[src/hdl/cds_pkg.sv]
// shared types, constants and calendar helpers for the calendar date subtractor
package cds_pkg;

	localparam int FUNC_W  = 3;
	localparam int COUNT_W = 15;
	localparam int DAY_W   = 5;
	localparam int MONTH_W = 4;
	localparam int YEAR_W  = 16;
	localparam int REM_W   = 18;	// day budget, up to 7 * 32767
	localparam int RES_W   = 9;	// year modulo 400
	localparam int ACC_W   = 16;
	localparam int STEP_W  = 3;

	typedef enum logic [FUNC_W-1:0] {
		FN_DAYS       = 3'd0,
		FN_WEEKS      = 3'd1,
		FN_MONTHS     = 3'd2,
		FN_YEARS      = 3'd3,
		FN_DECADES    = 3'd4,
		FN_CENTURY    = 3'd5,
		FN_MILLENNIUM = 3'd6
	} func_t;

	typedef enum logic [3:0] {
		ST_IDLE,
		ST_RES_STEP,
		ST_RES_FIX,
		ST_CLAMP,
		ST_YEAR_SUB,
		ST_DAY_STEP,
		ST_MONTH_STEP,
		ST_DONE
	} state_t;

	localparam logic [RES_W-1:0]   RES_MOD    = 9'd400;
	localparam logic [RES_W-1:0]   RES_BIAS   = 9'd32;	// (-32768) mod 400 is 32
	localparam logic [RES_W-1:0]   RES_WRAP   = 9'd367;	// 32767 mod 400
	localparam logic [RES_W-1:0]   RES_LAST   = 9'd399;
	localparam logic [YEAR_W-1:0]  YEAR_MIN   = 16'h8000;
	localparam logic [YEAR_W-1:0]  CENTURY    = 16'd100;
	localparam logic [YEAR_W-1:0]  MILLENNIUM = 16'd1000;
	localparam logic [MONTH_W-1:0] JAN        = 4'd1;
	localparam logic [MONTH_W-1:0] FEB        = 4'd2;
	localparam logic [MONTH_W-1:0] APR        = 4'd4;
	localparam logic [MONTH_W-1:0] JUN        = 4'd6;
	localparam logic [MONTH_W-1:0] SEP        = 4'd9;
	localparam logic [MONTH_W-1:0] NOV        = 4'd11;
	localparam logic [MONTH_W-1:0] DEC        = 4'd12;
	localparam logic [DAY_W-1:0]   DAY_FIRST  = 5'd1;
	localparam logic [DAY_W-1:0]   DAY_31     = 5'd31;
	localparam logic [DAY_W-1:0]   DAY_30     = 5'd30;
	localparam logic [DAY_W-1:0]   DAY_29     = 5'd29;
	localparam logic [DAY_W-1:0]   DAY_28     = 5'd28;

	// 4/100/400 rule on the year residue modulo 400
	function automatic logic is_leap(input logic [RES_W-1:0] res);
		return (res[1:0] == 2'b00) && (res != 9'd100) && (res != 9'd200)
			&& (res != 9'd300);
	endfunction

	function automatic logic [DAY_W-1:0] days_in(input logic [MONTH_W-1:0] m,
		input logic leap);
		logic [DAY_W-1:0] n;
		if (m == FEB) begin
			n = leap ? DAY_29 : DAY_28;
		end else if (m inside {APR, JUN, SEP, NOV}) begin
			n = DAY_30;
		end else begin
			n = DAY_31;
		end
		return n;
	endfunction

	// residue of year - 1, with the 16-bit wrap from the lowest year to the highest
	function automatic logic [RES_W-1:0] res_dec(input logic [RES_W-1:0] res,
		input logic [YEAR_W-1:0] year);
		logic [RES_W-1:0] r;
		if (year == YEAR_MIN) begin
			r = RES_WRAP;
		end else if (res == '0) begin
			r = RES_LAST;
		end else begin
			r = res - 9'd1;
		end
		return r;
	endfunction

endpackage

[src/hdl/calendar_date_subtractor.sv]
// top level: gregorian date subtraction by days, weeks, months, years, decades, centuries or millennia
// order: accept, year residue, clamp, then
//   days/weeks: back one month border at a time, then the day; months: back one month at a time;
//   year codes: subtract, residue again, clamp; then the output register
// throughput: one item at a time, the input stalls from accept until its result is in
//   the output register; the output register frees the input while the result waits
// reset: arst_n clears the sequencer and the result valid, no data register is reset
module calendar_date_subtractor (
	input  logic                               clk,
	input  logic                               arst_n,
	input  logic                               item_valid,
	output logic                               item_stall,
	input  logic [cds_pkg::FUNC_W-1:0]         func,
	input  logic [cds_pkg::COUNT_W-1:0]        count,
	input  logic [cds_pkg::DAY_W-1:0]          day,
	input  logic [cds_pkg::MONTH_W-1:0]        month,
	input  logic signed [cds_pkg::YEAR_W-1:0]  year,
	output logic                               result_valid,
	input  logic                               result_stall,
	output logic [cds_pkg::DAY_W-1:0]          new_day,
	output logic [cds_pkg::MONTH_W-1:0]        new_month,
	output logic signed [cds_pkg::YEAR_W-1:0]  new_year
);
	import cds_pkg::*;

	// sequencer and working registers
	state_t              state_q, state_d;
	logic [FUNC_W-1:0]   func_q, func_d;
	logic [COUNT_W-1:0]  count_q, count_d;	// also the month step counter
	logic [DAY_W-1:0]    day_q, day_d;
	logic [MONTH_W-1:0]  month_q, month_d;
	logic [YEAR_W-1:0]   year_q, year_d;
	logic [ACC_W-1:0]    acc_q, acc_d;	// biased year being reduced modulo 400
	logic [STEP_W-1:0]   step_q, step_d;
	logic [RES_W-1:0]    res_q, res_d;	// year modulo 400, floor convention
	logic [REM_W-1:0]    rem_q, rem_d;	// days still to go back
	logic                second_q, second_d;	// residue pass after a year subtract

	// output register
	logic                result_valid_q;
	logic [DAY_W-1:0]    new_day_q;
	logic [MONTH_W-1:0]  new_month_q;
	logic [YEAR_W-1:0]   new_year_q;
	logic                out_load;

	// shared subtractor: residue reduction, day stepping and year subtraction
	logic [REM_W-1:0]    sub_a, sub_b;
	logic [REM_W:0]      diff;
	logic                borrow;

	// helpers
	logic                leap_cur;
	logic [DAY_W-1:0]    len_cur;
	logic [RES_W:0]      res_sum;
	logic [YEAR_W-1:0]   year_delta;
	logic [YEAR_W-1:0]   decade_w;
	logic [REM_W-1:0]    weeks_w;
	logic [MONTH_W-1:0]  m_prev;
	logic [YEAR_W-1:0]   y_prev;
	logic [RES_W-1:0]    r_prev;
	logic [DAY_W-1:0]    len_prev;

	assign item_stall   = (state_q != ST_IDLE);
	assign result_valid = result_valid_q;
	assign new_day      = new_day_q;
	assign new_month    = new_month_q;
	assign new_year     = new_year_q;

	assign leap_cur = is_leap(res_q);
	assign len_cur  = days_in(month_q, leap_cur);
	assign res_sum  = {1'b0, acc_q[RES_W-1:0]} + {1'b0, RES_BIAS};

	// count * 10 and count * 7 built from shifts
	assign decade_w = {count_q[12:0], 3'b000} + {count_q, 1'b0};
	assign weeks_w  = {count_q, 3'b000} - {3'b000, count_q};

	// the month before the current one, wrapping into december of the year before
	always_comb begin
		if (month_q == JAN) begin
			m_prev = DEC;
			y_prev = year_q - 16'd1;
			r_prev = res_dec(res_q, year_q);
		end else begin
			m_prev = month_q - 4'd1;
			y_prev = year_q;
			r_prev = res_q;
		end
		len_prev = days_in(m_prev, is_leap(r_prev));
	end

	always_comb begin
		case (func_q)
			FN_YEARS:   year_delta = {1'b0, count_q};
			FN_DECADES: year_delta = decade_w;
			FN_CENTURY: year_delta = CENTURY;
			default:    year_delta = MILLENNIUM;
		endcase
	end

	always_comb begin
		case (state_q)
			ST_RES_STEP: begin
				sub_a = {2'b00, acc_q};
				sub_b = {9'd0, RES_MOD} << step_q;
			end
			ST_DAY_STEP: begin
				sub_a = rem_q;
				sub_b = {13'd0, day_q};
			end
			ST_YEAR_SUB: begin
				sub_a = {2'b00, year_q};
				sub_b = {2'b00, year_delta};
			end
			default: begin
				sub_a = '0;
				sub_b = '0;
			end
		endcase
	end

	assign diff   = {1'b0, sub_a} - {1'b0, sub_b};
	assign borrow = diff[REM_W];

	// next state and datapath control
	always_comb begin
		state_d  = state_q;
		func_d   = func_q;
		count_d  = count_q;
		day_d    = day_q;
		month_d  = month_q;
		year_d   = year_q;
		acc_d    = acc_q;
		step_d   = step_q;
		res_d    = res_q;
		rem_d    = rem_q;
		second_d = second_q;
		out_load = 1'b0;
		case (state_q)
			ST_IDLE: begin
				if (item_valid) begin
					func_d  = func;
					count_d = count;
					day_d   = day;
					// month zero reads as january, anything past twelve as december
					if (month == '0) begin
						month_d = JAN;
					end else if (month > DEC) begin
						month_d = DEC;
					end else begin
						month_d = month;
					end
					year_d   = year;
					// flip the sign bit: offset binary keeps the reduction unsigned
					acc_d    = {~year[YEAR_W-1], year[YEAR_W-2:0]};
					step_d   = '1;
					second_d = 1'b0;
					state_d  = ST_RES_STEP;
				end
			end
			ST_RES_STEP: begin
				// restoring reduction by 400 shifted down one place per cycle
				if (!borrow) begin
					acc_d = diff[ACC_W-1:0];
				end
				if (step_q == '0) begin
					state_d = ST_RES_FIX;
				end else begin
					step_d = step_q - 3'd1;
				end
			end
			ST_RES_FIX: begin
				// undo the offset of the sign flip
				if (res_sum >= {1'b0, RES_MOD}) begin
					res_d = RES_W'(res_sum - {1'b0, RES_MOD});
				end else begin
					res_d = res_sum[RES_W-1:0];
				end
				state_d = ST_CLAMP;
			end
			ST_CLAMP: begin
				if (day_q == '0) begin
					day_d = DAY_FIRST;
				end else if (day_q > len_cur) begin
					day_d = len_cur;
				end
				if (second_q) begin
					state_d = ST_DONE;
				end else begin
					case (func_q)
						FN_DAYS: begin
							rem_d   = {3'b000, count_q};
							state_d = ST_DAY_STEP;
						end
						FN_WEEKS: begin
							rem_d   = weeks_w;
							state_d = ST_DAY_STEP;
						end
						FN_MONTHS: state_d = ST_MONTH_STEP;
						FN_YEARS, FN_DECADES, FN_CENTURY, FN_MILLENNIUM: begin
							state_d = ST_YEAR_SUB;
						end
						default: state_d = ST_DONE;
					endcase
				end
			end
			ST_YEAR_SUB: begin
				// wraps modulo 2^16, then the residue runs again for the new year
				year_d   = diff[YEAR_W-1:0];
				acc_d    = {~diff[YEAR_W-1], diff[YEAR_W-2:0]};
				step_d   = '1;
				second_d = 1'b1;
				state_d  = ST_RES_STEP;
			end
			ST_DAY_STEP: begin
				if (borrow) begin
					// budget fits inside the current month
					day_d   = day_q - rem_q[DAY_W-1:0];
					state_d = ST_DONE;
				end else begin
					// spend the days of this month, land on the last day of the one before
					rem_d   = diff[REM_W-1:0];
					month_d = m_prev;
					year_d  = y_prev;
					res_d   = r_prev;
					day_d   = len_prev;
				end
			end
			ST_MONTH_STEP: begin
				if (count_q == '0) begin
					state_d = ST_DONE;
				end else begin
					count_d = count_q - 15'd1;
					month_d = m_prev;
					year_d  = y_prev;
					res_d   = r_prev;
					if (day_q > len_prev) begin
						day_d = len_prev;
					end
				end
			end
			ST_DONE: begin
				if (!result_valid_q || !result_stall) begin
					out_load = 1'b1;
					state_d  = ST_IDLE;
				end
			end
			default: state_d = ST_IDLE;
		endcase
	end

	always_ff @(posedge clk or negedge arst_n) begin
		if (!arst_n) begin
			state_q        <= ST_IDLE;
			result_valid_q <= 1'b0;
		end else begin
			state_q <= state_d;
			if (out_load) begin
				result_valid_q <= 1'b1;
			end else if (!result_stall) begin
				result_valid_q <= 1'b0;
			end
		end
	end

	always_ff @(posedge clk) begin
		func_q   <= func_d;
		count_q  <= count_d;
		day_q    <= day_d;
		month_q  <= month_d;
		year_q   <= year_d;
		acc_q    <= acc_d;
		step_q   <= step_d;
		res_q    <= res_d;
		rem_q    <= rem_d;
		second_q <= second_d;
		if (out_load) begin
			new_day_q   <= day_q;
			new_month_q <= month_q;
			new_year_q  <= year_q;
		end
	end

endmodule
[config.mk]
export PLATFORM = sky130hd
export DESIGN_NAME = calendar_date_subtractor
export DESIGN_NICKNAME = d
export VERILOG_FILES = /design/src/hdl/cds_pkg.sv /design/src/hdl/calendar_date_subtractor.sv
export SDC_FILE = /design/constraint.sdc
export NUM_CORES = 1
export LEC_CHECK = 0
export BUFFER_PORTS_ARGS = -buffer_cell sky130_fd_sc_hd__buf_2
export CAP_MARGIN = 10
export CORE_UTILIZATION = 45
export CTS_CLUSTER_SIZE = 30
export DETAILED_ROUTE_END_ITERATION = 10
export GPL_ROUTABILITY_DRIVEN = 0
export PLACE_DENSITY = 0.67
export SYNTH_ARGS = -nofsm -noshare
export SYNTH_HDL_FRONTEND = slang
export SYNTH_SLANG_ARGS = --single-unit
[constraint.sdc]
create_clock -name clk -period 5.7 [get_ports clk]
set_input_delay 1.14 -clock clk [delete_from_list [all_inputs] [get_ports clk]]
set_output_delay 1.14 -clock clk [all_outputs]
set_load 0.02 [all_outputs]
# [Word level (Yosys, flattened, before mapping)]
# Cells that the tools add are included.
[classes] n_addsub=11 magnitude_cmp=4 n_eq_ne=45 n_shift=1 muxes=62 bitwise=2 reduce_logical=42
[ops] cell="case mux 18 bit (3 select lines)" count=2
[ops] cell="2-to-1 mux 16 bit" count=6
[ops] cell="case mux 16 bit (3 select lines)" count=2
[ops] cell="case mux 18 bit (2 select lines)" count=2
[ops] cell="case mux 16 bit (4 select lines)" count=1
[ops] cell="2-to-1 mux 9 bit" count=6
[ops] cell="2-to-1 mux 4 bit" count=11
[ops] cell="2-to-1 mux 18 bit" count=2
[ops] cell="equality test 4 x 3 -> 1 bit (second input constant)" count=8
[ops] cell="case mux 4 bit (8 select lines)" count=1
[ops] cell="2-to-1 mux 15 bit" count=2
[ops] cell="2-to-1 mux 5 bit" count=6
[ops] cell="case mux 15 bit (2 select lines)" count=1
[ops] cell="case mux 9 bit (3 select lines)" count=1
[ops] cell="inequality test 2 bit (second input constant)" count=11
[ops] cell="case mux 5 bit (4 select lines)" count=1
[ops] cell="nonzero test 4 bit" count=5
[ops] cell="subtractor 18 x 18 -> 19 bit" count=1
[ops] cell="inequality test 9 x 7 -> 1 bit (second input constant)" count=2
[ops] cell="inequality test 9 x 8 -> 1 bit (second input constant)" count=2
[ops] cell="inequality test 9 bit (second input constant)" count=2
[ops] cell="<< shifter 9 x 3 -> 18 bit (first input constant)" count=1
[ops] cell="subtractor 18 x 15 -> 18 bit" count=1
[ops] cell="adder 16 bit" count=1
[ops] cell="45 further kinds" count=89
[totals] register_bits=120 word_cells=182

# [Longest topological paths before layout]
# Gate-level depths: netlist of the first run.
[logic_depth] word_depth=14 ltp_mapped=19

# [Worst setup path before layout of the first run]
# OpenSTA, ideal clock, no wires.
[synth_path] path_kind="reg2reg" startpoint="register count_q[2]" endpoint="register rem_q[0], enable pin" arrival_ps=4712 required_time_ps=5299 path_slack_ps=586 path_stages_with_launch=19 path_buffers=1 cell_sequence="edfxtp_1 > ha_1 > fa_1 > a21o_1 > a21oi_1 > o21bai_1 > a21oi_1 > xor2_1 > o21ai_0 > o211ai_1 > o21a_1 > ha_1 > clkbuf_1 > and3_1 > a311o_1 > nand3_1 > a31oi_1 > nand2_1 > a22oi_1"
[synth_via] elab_chain_len=6
[synth_rtl] item="from (decl)" line="calendar_date_subtractor.sv:29" source="logic [COUNT_W-1:0] count_q, count_d;"
[synth_rtl] item="from (signal assigned)" line="calendar_date_subtractor.sv:267" source="count_q <= count_d;"
[synth_rtl] item="adder 16 bit" line="calendar_date_subtractor.sv:74" source="assign decade_w = {count_q[12:0], 3'b000} + {count_q, 1'b0};"
[synth_rtl] item="case mux 16 bit (3 select lines) *" line="calendar_date_subtractor.sv:92" source="case (func_q)"
[synth_rtl] item="case mux 18 bit (3 select lines) *" line="calendar_date_subtractor.sv:101" source="case (state_q)"
[synth_rtl] item="subtractor 18 x 18 -> 19 bit *" line="calendar_date_subtractor.sv:121" source="assign diff = {1'b0, sub_a} - {1'b0, sub_b};"
[synth_rtl] item="inequality test 2 bit (no source line) *"
[synth_rtl] item="AND reduction 4 bit (no source line) *"
[synth_rtl] item="to (signal assigned)" line="calendar_date_subtractor.sv:274" source="rem_q <= rem_d;"
[synth_rtl] item="to (decl)" line="calendar_date_subtractor.sv:36" source="logic [REM_W-1:0] rem_q, rem_d;"
# Every way passes the cells marked *; elsewhere a longest branch is shown, timed or not.
# A chain may end at the register's enable or synchronous reset.

# [Worst setup path after layout of the first run]
[layout_path] startpoint="register count_q[3]" endpoint="register day_q[3] (data pin)"
[layout_via] elab_chain_len=6
[layout_rtl] item="adder 16 bit" line="calendar_date_subtractor.sv:74"
[layout_rtl] item="case mux 16 bit (3 select lines) *" line="calendar_date_subtractor.sv:92"
[layout_rtl] item="case mux 18 bit (3 select lines) *" line="calendar_date_subtractor.sv:101"
[layout_rtl] item="subtractor 18 x 18 -> 19 bit *" line="calendar_date_subtractor.sv:121"
[layout_rtl] item="2-to-1 mux 5 bit *" line="calendar_date_subtractor.sv:215" source="if (borrow) begin"
[layout_rtl] item="case mux 5 bit (4 select lines) *" line="calendar_date_subtractor.sv:138" source="case (state_q)"
[layout_rtl] item="named net day_d[3]" line="calendar_date_subtractor.sv:30" source="logic [DAY_W-1:0] day_q, day_d;"
[layout_rtl] item="to (signal assigned)" line="calendar_date_subtractor.sv:268" source="day_q <= day_d;"
[layout_rtl] item="to (decl)" line="calendar_date_subtractor.sv:30"
# Mark *: on every way through the listed nets, which the timed path passes. The rest lies on a longest branch.

==> results of run 1 <==
## synthesized netlist by cell type (all sizes together), types with 7 or more instances
cell,count
inv,49
xor2,23
a22oi,30
nor2,111
mux2,28
nor4,7
o31ai,9
o21ai,92
xnor2,53
or3,10
a221oi,7
mux2i,10
o21a,10
or4,8
a21oi,77
nand3,22
o22ai,12
nor3,30
nand2,128
clkbuf,46
a21o,20
edfxtp,115
o211ai,8
a31oi,15
ha,67
nor2b,14
nand2b,15
## report_power, final
| part | leakage (uW) | total, uW | internal [uW] | switching (uW) |
|---|---|---|---|---|
| clock | 0.000258 | 1030 | 599 | 434 |
| combinational | 0.00296 | 4680 | 1810 | 2870 |
| sequential | 0.00111 | 1940 | 1520 | 416 |
| total | 0.00433 | 7650 | 3930 | 3710 |
## cell families after synthesis
family / after synthesis / share of synthesized area, %
and+or+nand+nor: 370 / 17.3
DFF: 119 / 36.4
AOI/OAI and AO/OA: 335 / 22.0
adders and majority gates: 70 / 9.20
buffers and inverters: 101 / 4.00
muxes: 38 / 4.25
xor gates and xnor gates: 76 / 6.81
## placed cells by master (no fill, tap or decap), types with 4 or more instances in the layout
cell type,count
nand2_1,128
edfxtp_1,115
nor2_1,110
o21ai_0,89
a21oi_1,77
buf_2,73
ha_1,67
xnor2_1,53
inv_1,49
a22oi_1,30
nor3_1,30
mux2_2,28
buf_4,24
xor2_1,23
nand3_1,22
a21o_1,20
clkbuf_16,17
nand2b_1,15
a31oi_1,15
nor2b_1,14
o22ai_1,12
o21a_1,10
mux2i_1,10
or3_1,10
o211ai_1,8
o31ai_1,8
a221oi_1,7
or4_1,7
or2_2,6
o21bai_1,6
nor4_1,6
o221ai_1,6
clkinvlp_4,6
nand3b_1,5
a2111oi_0,5
a211oi_1,4
a222oi_1,4
clkinv_2,4
dfrtp_1,4
## registers in the layout, indices dropped and copies added (netlist names), 5 cells and up
signal / count
rem_q: 18
acc_q: 16
new_year: 16
year_q: 16
count_q: 15
res_q: 9
day_q: 5
new_day: 5
## stage by stage
step | std cells | hold slack (ps)
after CTS | 1462 | 492
final | 1462 | 499
after global placement | 1430 | 458
after detailed placement | 1430 | 476
after global routing | 1462 | 509
after floorplan | 1109 | 424
## final timing paths
kind                                  from          to  slack, ps  depth (start not counted)
min in group asynchronous           arst_n  state_q[1]        510                          1
worst max-delay path            count_q[3]    day_q[3]        610                         17
worst min register to register    day_q[0]  new_day[0]        500                          0
worst max register to register  count_q[3]    day_q[3]        610                         17
max in group asynchronous           arst_n  state_q[2]       5060                          1
worst min-delay path              day_q[0]  new_day[0]        500                          0
## metal layers
metal / vias up / wire (um) / global-route usage [%]
met2: 374 / 12500 / 38.8
met1: 4141 / 12900 / 38.0
met5: - / 0 / 0
li1: 4228 / - / -
met3: 47 / 2180 / 4.22
met4: 0 / 580 / 8.16
## final cells by class
type	instances	area (um2)	area share (%)
timing repair buffer	97	546	4.95
sequential	119	3550	32.3
tap	275	344	3.12
multi-input combinational	889	5830	52.9
clock buffer	17	425	3.86
inverter	50	188	1.70
clock inverter	15	130	1.18
## worst register-to-register path, delay by kind of cell (launching register included)
kind                       cells  cell delay [ps]
AOI/OAI and AO/OA             11             2870
adders and majority gates      2              710
DFF                            1              540
and+or+nand+nor                2              390
buffers and inverters          1              180
xor gates and xnor gates       1              130
==> impl_results.md, run 1 <==
- Max Cap Viol: 0
- Pre-CTS setup slack: roughly 800 ps
- CP dominant cell by count: a21o_1
- Final Cycle Share: 89.2%
- CP Cell Sequence: ha_1 > a21o_1 > a21oi_1 > o21a_1 > o311ai_0 > a21o_1 > a21oi_1 > xnor2_1 > a222oi_1 > ha_1 > or2_2 > a2111oi_0 > a31oi_1 > buf_4 > a21o_1 > a2111oi_0 > nor2_1
- Post-route worst setup slack: ~610 ps
- Clock sinks: 119
- Post-cts resize count: 0
- P per Cell Area: 694 nW/um2
- Vias in the first global route: 8063
- # hold bufs at CTS: 0
- Final clock skew: 7.46 ps
- Syn_nets: 1226
- CP peak stage delay: 550 ps
- Slew headroom: between 30% and 40%
- Most used DFF post-synth: edfxtp_1
- Hold crit path type: reg -> reg
- Filler instances: about 1900
- Antenna diodes: 0
- DRT iter0 DRCs: between 900 and 1000
- Crit-path max FO: 9
- CP max stage cell: a2111oi_0
- Seq/Total Area, Yosys: 36.4%
- CTS H-tree lvls: 4
- Clk_lat worst skew: around 430 ps
- Synth Register Bits: ~120
- Area contributors post-synth: edfxtp_1 (35%), ha_1 (8.6%), nand2_1 (4.9%)
- Post-CTS Setup Repair Bufs: 0
- Tot Pwr: around 7600 uW
- Die footprint: roughly 22000 um2
- IO buf count: between 70 and 80
- DIE WIDTH: approximately 150 um
- Starting density of the core: 46.2%
- Vias per std cell: ~6
- Setup TNS after final layout: 0 ps
- Clk Tree Root Cell: clkbuf_16
- Clock buffer depth: 2
- Async SR Flop Fraction: approximately 3.4%
- Leakage: ~0.0043 uW
- Remaining DRCs: 0
- Total CTS buffers: 17
- Util after Layout: 52.1%
- Post-synth top area share: 35.3%
- Vias after detailed routing: between 8000 and 9000
- Cell Area, Synth: slightly below 10000 um2
- Placed cell areas: around 10000 um2
- Buf/Inv on CP: 1
- Unrepaired setup endpoints after global routing: no
- Total GRT Usage: 25.9%
- Initial antenna violation count: 0
- Ports: 74
- Fin area: about 11000 um2
- Critical path class: reg -> reg
- Final nets: about 1300
- CORE AREA: ~21000 um2
- Synth area leader: edfxtp_1
- Outcome: finished, final reports clean
- CTS tree: built
- GR Overflow Total: 0
- Minimum clock period: slightly above 5000 ps
- First-pass GRT wire length: between 40 and 50 mm
- Worst EP required: about 6000 ps
- Critical Path End Type: register
- Slew Viols, Final: 0
- Final wirelength: 28.2 mm
- Layout cells sized above 1: 14.7%
- Pin count of the biggest net entering global routing: between 40 and 50
- Yosys cell types: 73
- Post-DP HPWL: between 20 and 25 mm
- Wire length per cell: slightly below 20 um
- Worst Tran Pin Value: between 900 and 1000 ps
- Syn Area/Cell: 8.81 um2
- Worst Setup Start Kind: register
- Yosys warnings: 0
- Drt first pass iters: 5
- Area Overhead vs Synth: 12.7%
- Reg clk slew, reported paths: 60 ps
- Die Ht: approximately 150 um
- Rows: between 50 and 60
- Cells after Synth: ~1100
- Maximum VDD drop: 0.344 mV
- Detail Route Antenna Nets: 0
- Top Family by Delay on Critical Path: compound AO/OA/AOI/OAI gates
- Fin. Hold Viols: 0
- Max Freq: between 150 and 200 MHz
- Arrival time at the worst endpoint: 5240 ps
- Number of synthesized flops with an enable pin: 115
- Setup violations, final: 0
Note: power is estimated with default switching activity, not from simulation.
==> run 2, diff against run 1 <==
--- a/config.mk
+++ b/config.mk
@@ -7,11 +7,11 @@
 export LEC_CHECK = 0
 export BUFFER_PORTS_ARGS = -buffer_cell sky130_fd_sc_hd__buf_2
 export CAP_MARGIN = 10
-export CORE_UTILIZATION = 45
-export CTS_CLUSTER_SIZE = 30
+export CORE_UTILIZATION = 58
+export CTS_CLUSTER_SIZE = 8
 export DETAILED_ROUTE_END_ITERATION = 10
 export GPL_ROUTABILITY_DRIVEN = 0
-export PLACE_DENSITY = 0.67
+export PLACE_DENSITY = 0.81
 export SYNTH_ARGS = -nofsm -noshare
 export SYNTH_HDL_FRONTEND = slang
 export SYNTH_SLANG_ARGS = --single-unit
==> run 2 against run 1 <==
Effect of this change: via count is 2.0% higher; register-to-register slack worse by 210 ps; sequential share of layout area is 0.059 points higher; non-clock buffer count is 3 lower; utilization is 14 points higher; combinational power hardly changed; routed wire length is 1.8% lower; final cell count is 4.0% lower; count of clock-buffer cells in the layout stayed put; highest routed layer unchanged.
==> impl_results.md, run 2 (synthesis gave the netlist of run 1 again) <==
- Antenna diodes: 0 (unchanged)
- Max Freq: 189 MHz (was 197 MHz)
- DRT iter0 DRCs: 1098 (was 991)
- Ports: 74 (unchanged)
- Most frequent cells in the layout: nand2_1 (128), edfxtp_1 (115), nor2_1 (110) (unchanged)
- CTS H-tree lvls: 4 (unchanged)
- Final clock skew: 9.57 ps (was 7.46 ps)
- Unrepaired setup endpoints after global routing: no (unchanged)
- CTS tree: built (unchanged)
- First-pass GRT wire length: 43.8 mm (was 44.1 mm)
- Layout cells sized above 1: 14.3% (was 14.7%)
- Clk_lat worst skew: 440 ps (was 430 ps)
- Dpl cells: 1372 (was 1430)
- Area Overhead vs Synth: 12.5% (was 12.7%)
- Worst EP required: 5870 ps (was 5850 ps)
- Worst Setup Start Kind: register (unchanged)
- Fin. Hold Viols: 0 (unchanged)
- Total GRT Usage: 32.4% (was 25.9%)
- Critical path class: reg -> reg (unchanged)
- Hold crit path type: in -> async (was reg -> reg)
- Slew Viols, Final: 0 (unchanged)
- Die Ht: 132 um (was 149 um)
- Clk Tree Root Cell: clkbuf_16 (unchanged)
- Critical Path End Type: register (unchanged)
- Initial antenna violation count: 0 (unchanged)
- Starting density of the core: 59.1% (was 46.2%)
- Fin area: 11000 um2 (about the same)
- Fin cells: 1404 (was 1462)
- Final nets: 1288 (was 1291)
- Crit-path max FO: 9 (unchanged)
- Slew headroom: 33.3% (was 39.3%)
- Rows: 47 (was 53)
- Setup violations, final: 0 (unchanged)
- IO buf count: 73 (unchanged)
- Post-cts resize count: 0 (unchanged)
- Detail Route Antenna Nets: 0 (unchanged)
- Clock sinks: 119 (unchanged)
- Filler instances: 1336 (was 1911)
- CORE AREA: 16500 um2 (was 21200 um2)
- P per Cell Area: 710 nW/um2 (was 694 nW/um2)
- # hold bufs at CTS: 0 (unchanged)
- Worst Tran Pin Value: 998 ps (was 909 ps)
- CP dominant cell by count: a21o_1 (unchanged)
- Leakage: 0.00435 uW (was 0.00433 uW)
- Wire length per cell: 19.7 um (was 19.3 um)
- Outcome: finished, final reports clean (unchanged)
- Reg with most FFs: rem_q (unchanged)
- Die footprint: 17400 um2 (was 22300 um2)
- Worst Reg2Reg Path Length in Cells: 16 (was 17)
- GR Overflow Total: 0 (unchanged)
- Pin count of the biggest net entering global routing: 52 (was 46)
- DIE WIDTH: 132 um (was 149 um)
- Clock buffer depth: 2 (unchanged)
- Commonest non-fill, non-tap cell in the layout: nand2_1 (unchanged)
- Reg clk slew, reported paths: 60 ps (about the same)
- CP peak stage delay: 560 ps (was 550 ps)
- CP Cell Sequence: ha_1 > a21o_1 > a21oi_1 > o21a_1 > o311ai_0 > a21o_1 > a21oi_1 > xnor2_1 > a222oi_1 > ha_1 > or2_2 > a2111oi_0 > a31oi_1 > a21o_1 > a2111oi_0 > nor2_1 (was ha_1 > a21o_1 > a21oi_1 > o21a_1 > o311ai_0 > a21o_1 > a21oi_1 > xnor2_1 > a222oi_1 > ha_1 > or2_2 > a2111oi_0 > a31oi_1 > buf_4 > a21o_1 > a2111oi_0 > nor2_1)
- Max Cap Viol: 0 (unchanged)
- CP max stage cell: edfxtp_1 (was a2111oi_0)
- Max reg flops: 18 (unchanged)
- Minimum clock period: 5290 ps (was 5090 ps)
- Post-CTS Setup Repair Bufs: 0 (unchanged)
- Arrival time at the worst endpoint: 5460 ps (was 5240 ps)
- Vias per std cell: 6.39 (was 6.01)
- Maximum VDD drop: 0.328 mV (was 0.344 mV)
- Drt first pass iters: 6 (was 5)
- Vias after detailed routing: 8966 (was 8790)
- Placed cell areas: 10400 um2 (was 10500 um2)
- Vias in the first global route: 8472 (was 8063)
- Remaining DRCs: 0 (unchanged)
- Total CTS buffers: 17 (unchanged)
- Post-DP HPWL: 20.3 mm (was 21.1 mm)
- Setup TNS after final layout: 0 ps (unchanged)
- Final wirelength: 27.7 mm (was 28.2 mm)
- Final Cycle Share: 92.8% (was 89.2%)
-- run 2: critical path, delay by kind of cell (launching register included) --
kind,cells,cell delay (ps)
simple gates,2,420
flops,1,560
compound gates,11,3160
fa+ha+maj,2,750
xor+xnor,1,130
-- run 2: final timing paths --
kind,startpoint,endpoint,slack (ps)
max,count_q[3],day_q[3],410
min,arst_n,state_q[1],510
max reg2reg,count_q[3],day_q[3],410
min reg2reg,day_q[0],new_day[0],520
max in group asynchronous,arst_n,state_q[2],5040
min in group clk,day_q[0],new_day[0],520
-- run 2: stage by stage --
| step | hold slack [ps] | total power, uW | worst slack (ps) | util, % |
|---|---|---|---|---|
| floorplan | 424 | 5210 | 586 | - |
| detailed placement | 477 | 6470 | 551 | 62.7 |
| global route | 514 | 8310 | 245 | 66.5 |
| finish | 515 | 7800 | 409 | 66.5 |
| global placement | 464 | 6340 | 780 | 62.7 |
| CTS | 509 | 7670 | 500 | 66.5 |
-- run 2: where the power goes --
group          switching (uW)  internal, uW
registers                 403          1520
logic                    2910          1800
clock network             429           732
total                    3750          4050
-- run 2: final cells by class --
cell class	instances	area, um2	share of cell area (%)
clock buffer	17	425	3.87
sequential	119	3550	32.3
inverter	50	188	1.71
clock inverter	15	201	1.83
timing repair buffer	94	523	4.76
tap	220	275	2.50
multi-input combinational	889	5830	53.0
-- run 2: per-layer routing --
metal | track usage (%) | up-vias | routed length [um]
met5 | 0 | - | 0
met4 | 11.4 | 0 | 647
met3 | 7.04 | 71 | 2690
met2 | 51.0 | 501 | 12700
met1 | 44.1 | 4164 | 11600
li1 | - | 4230 | -
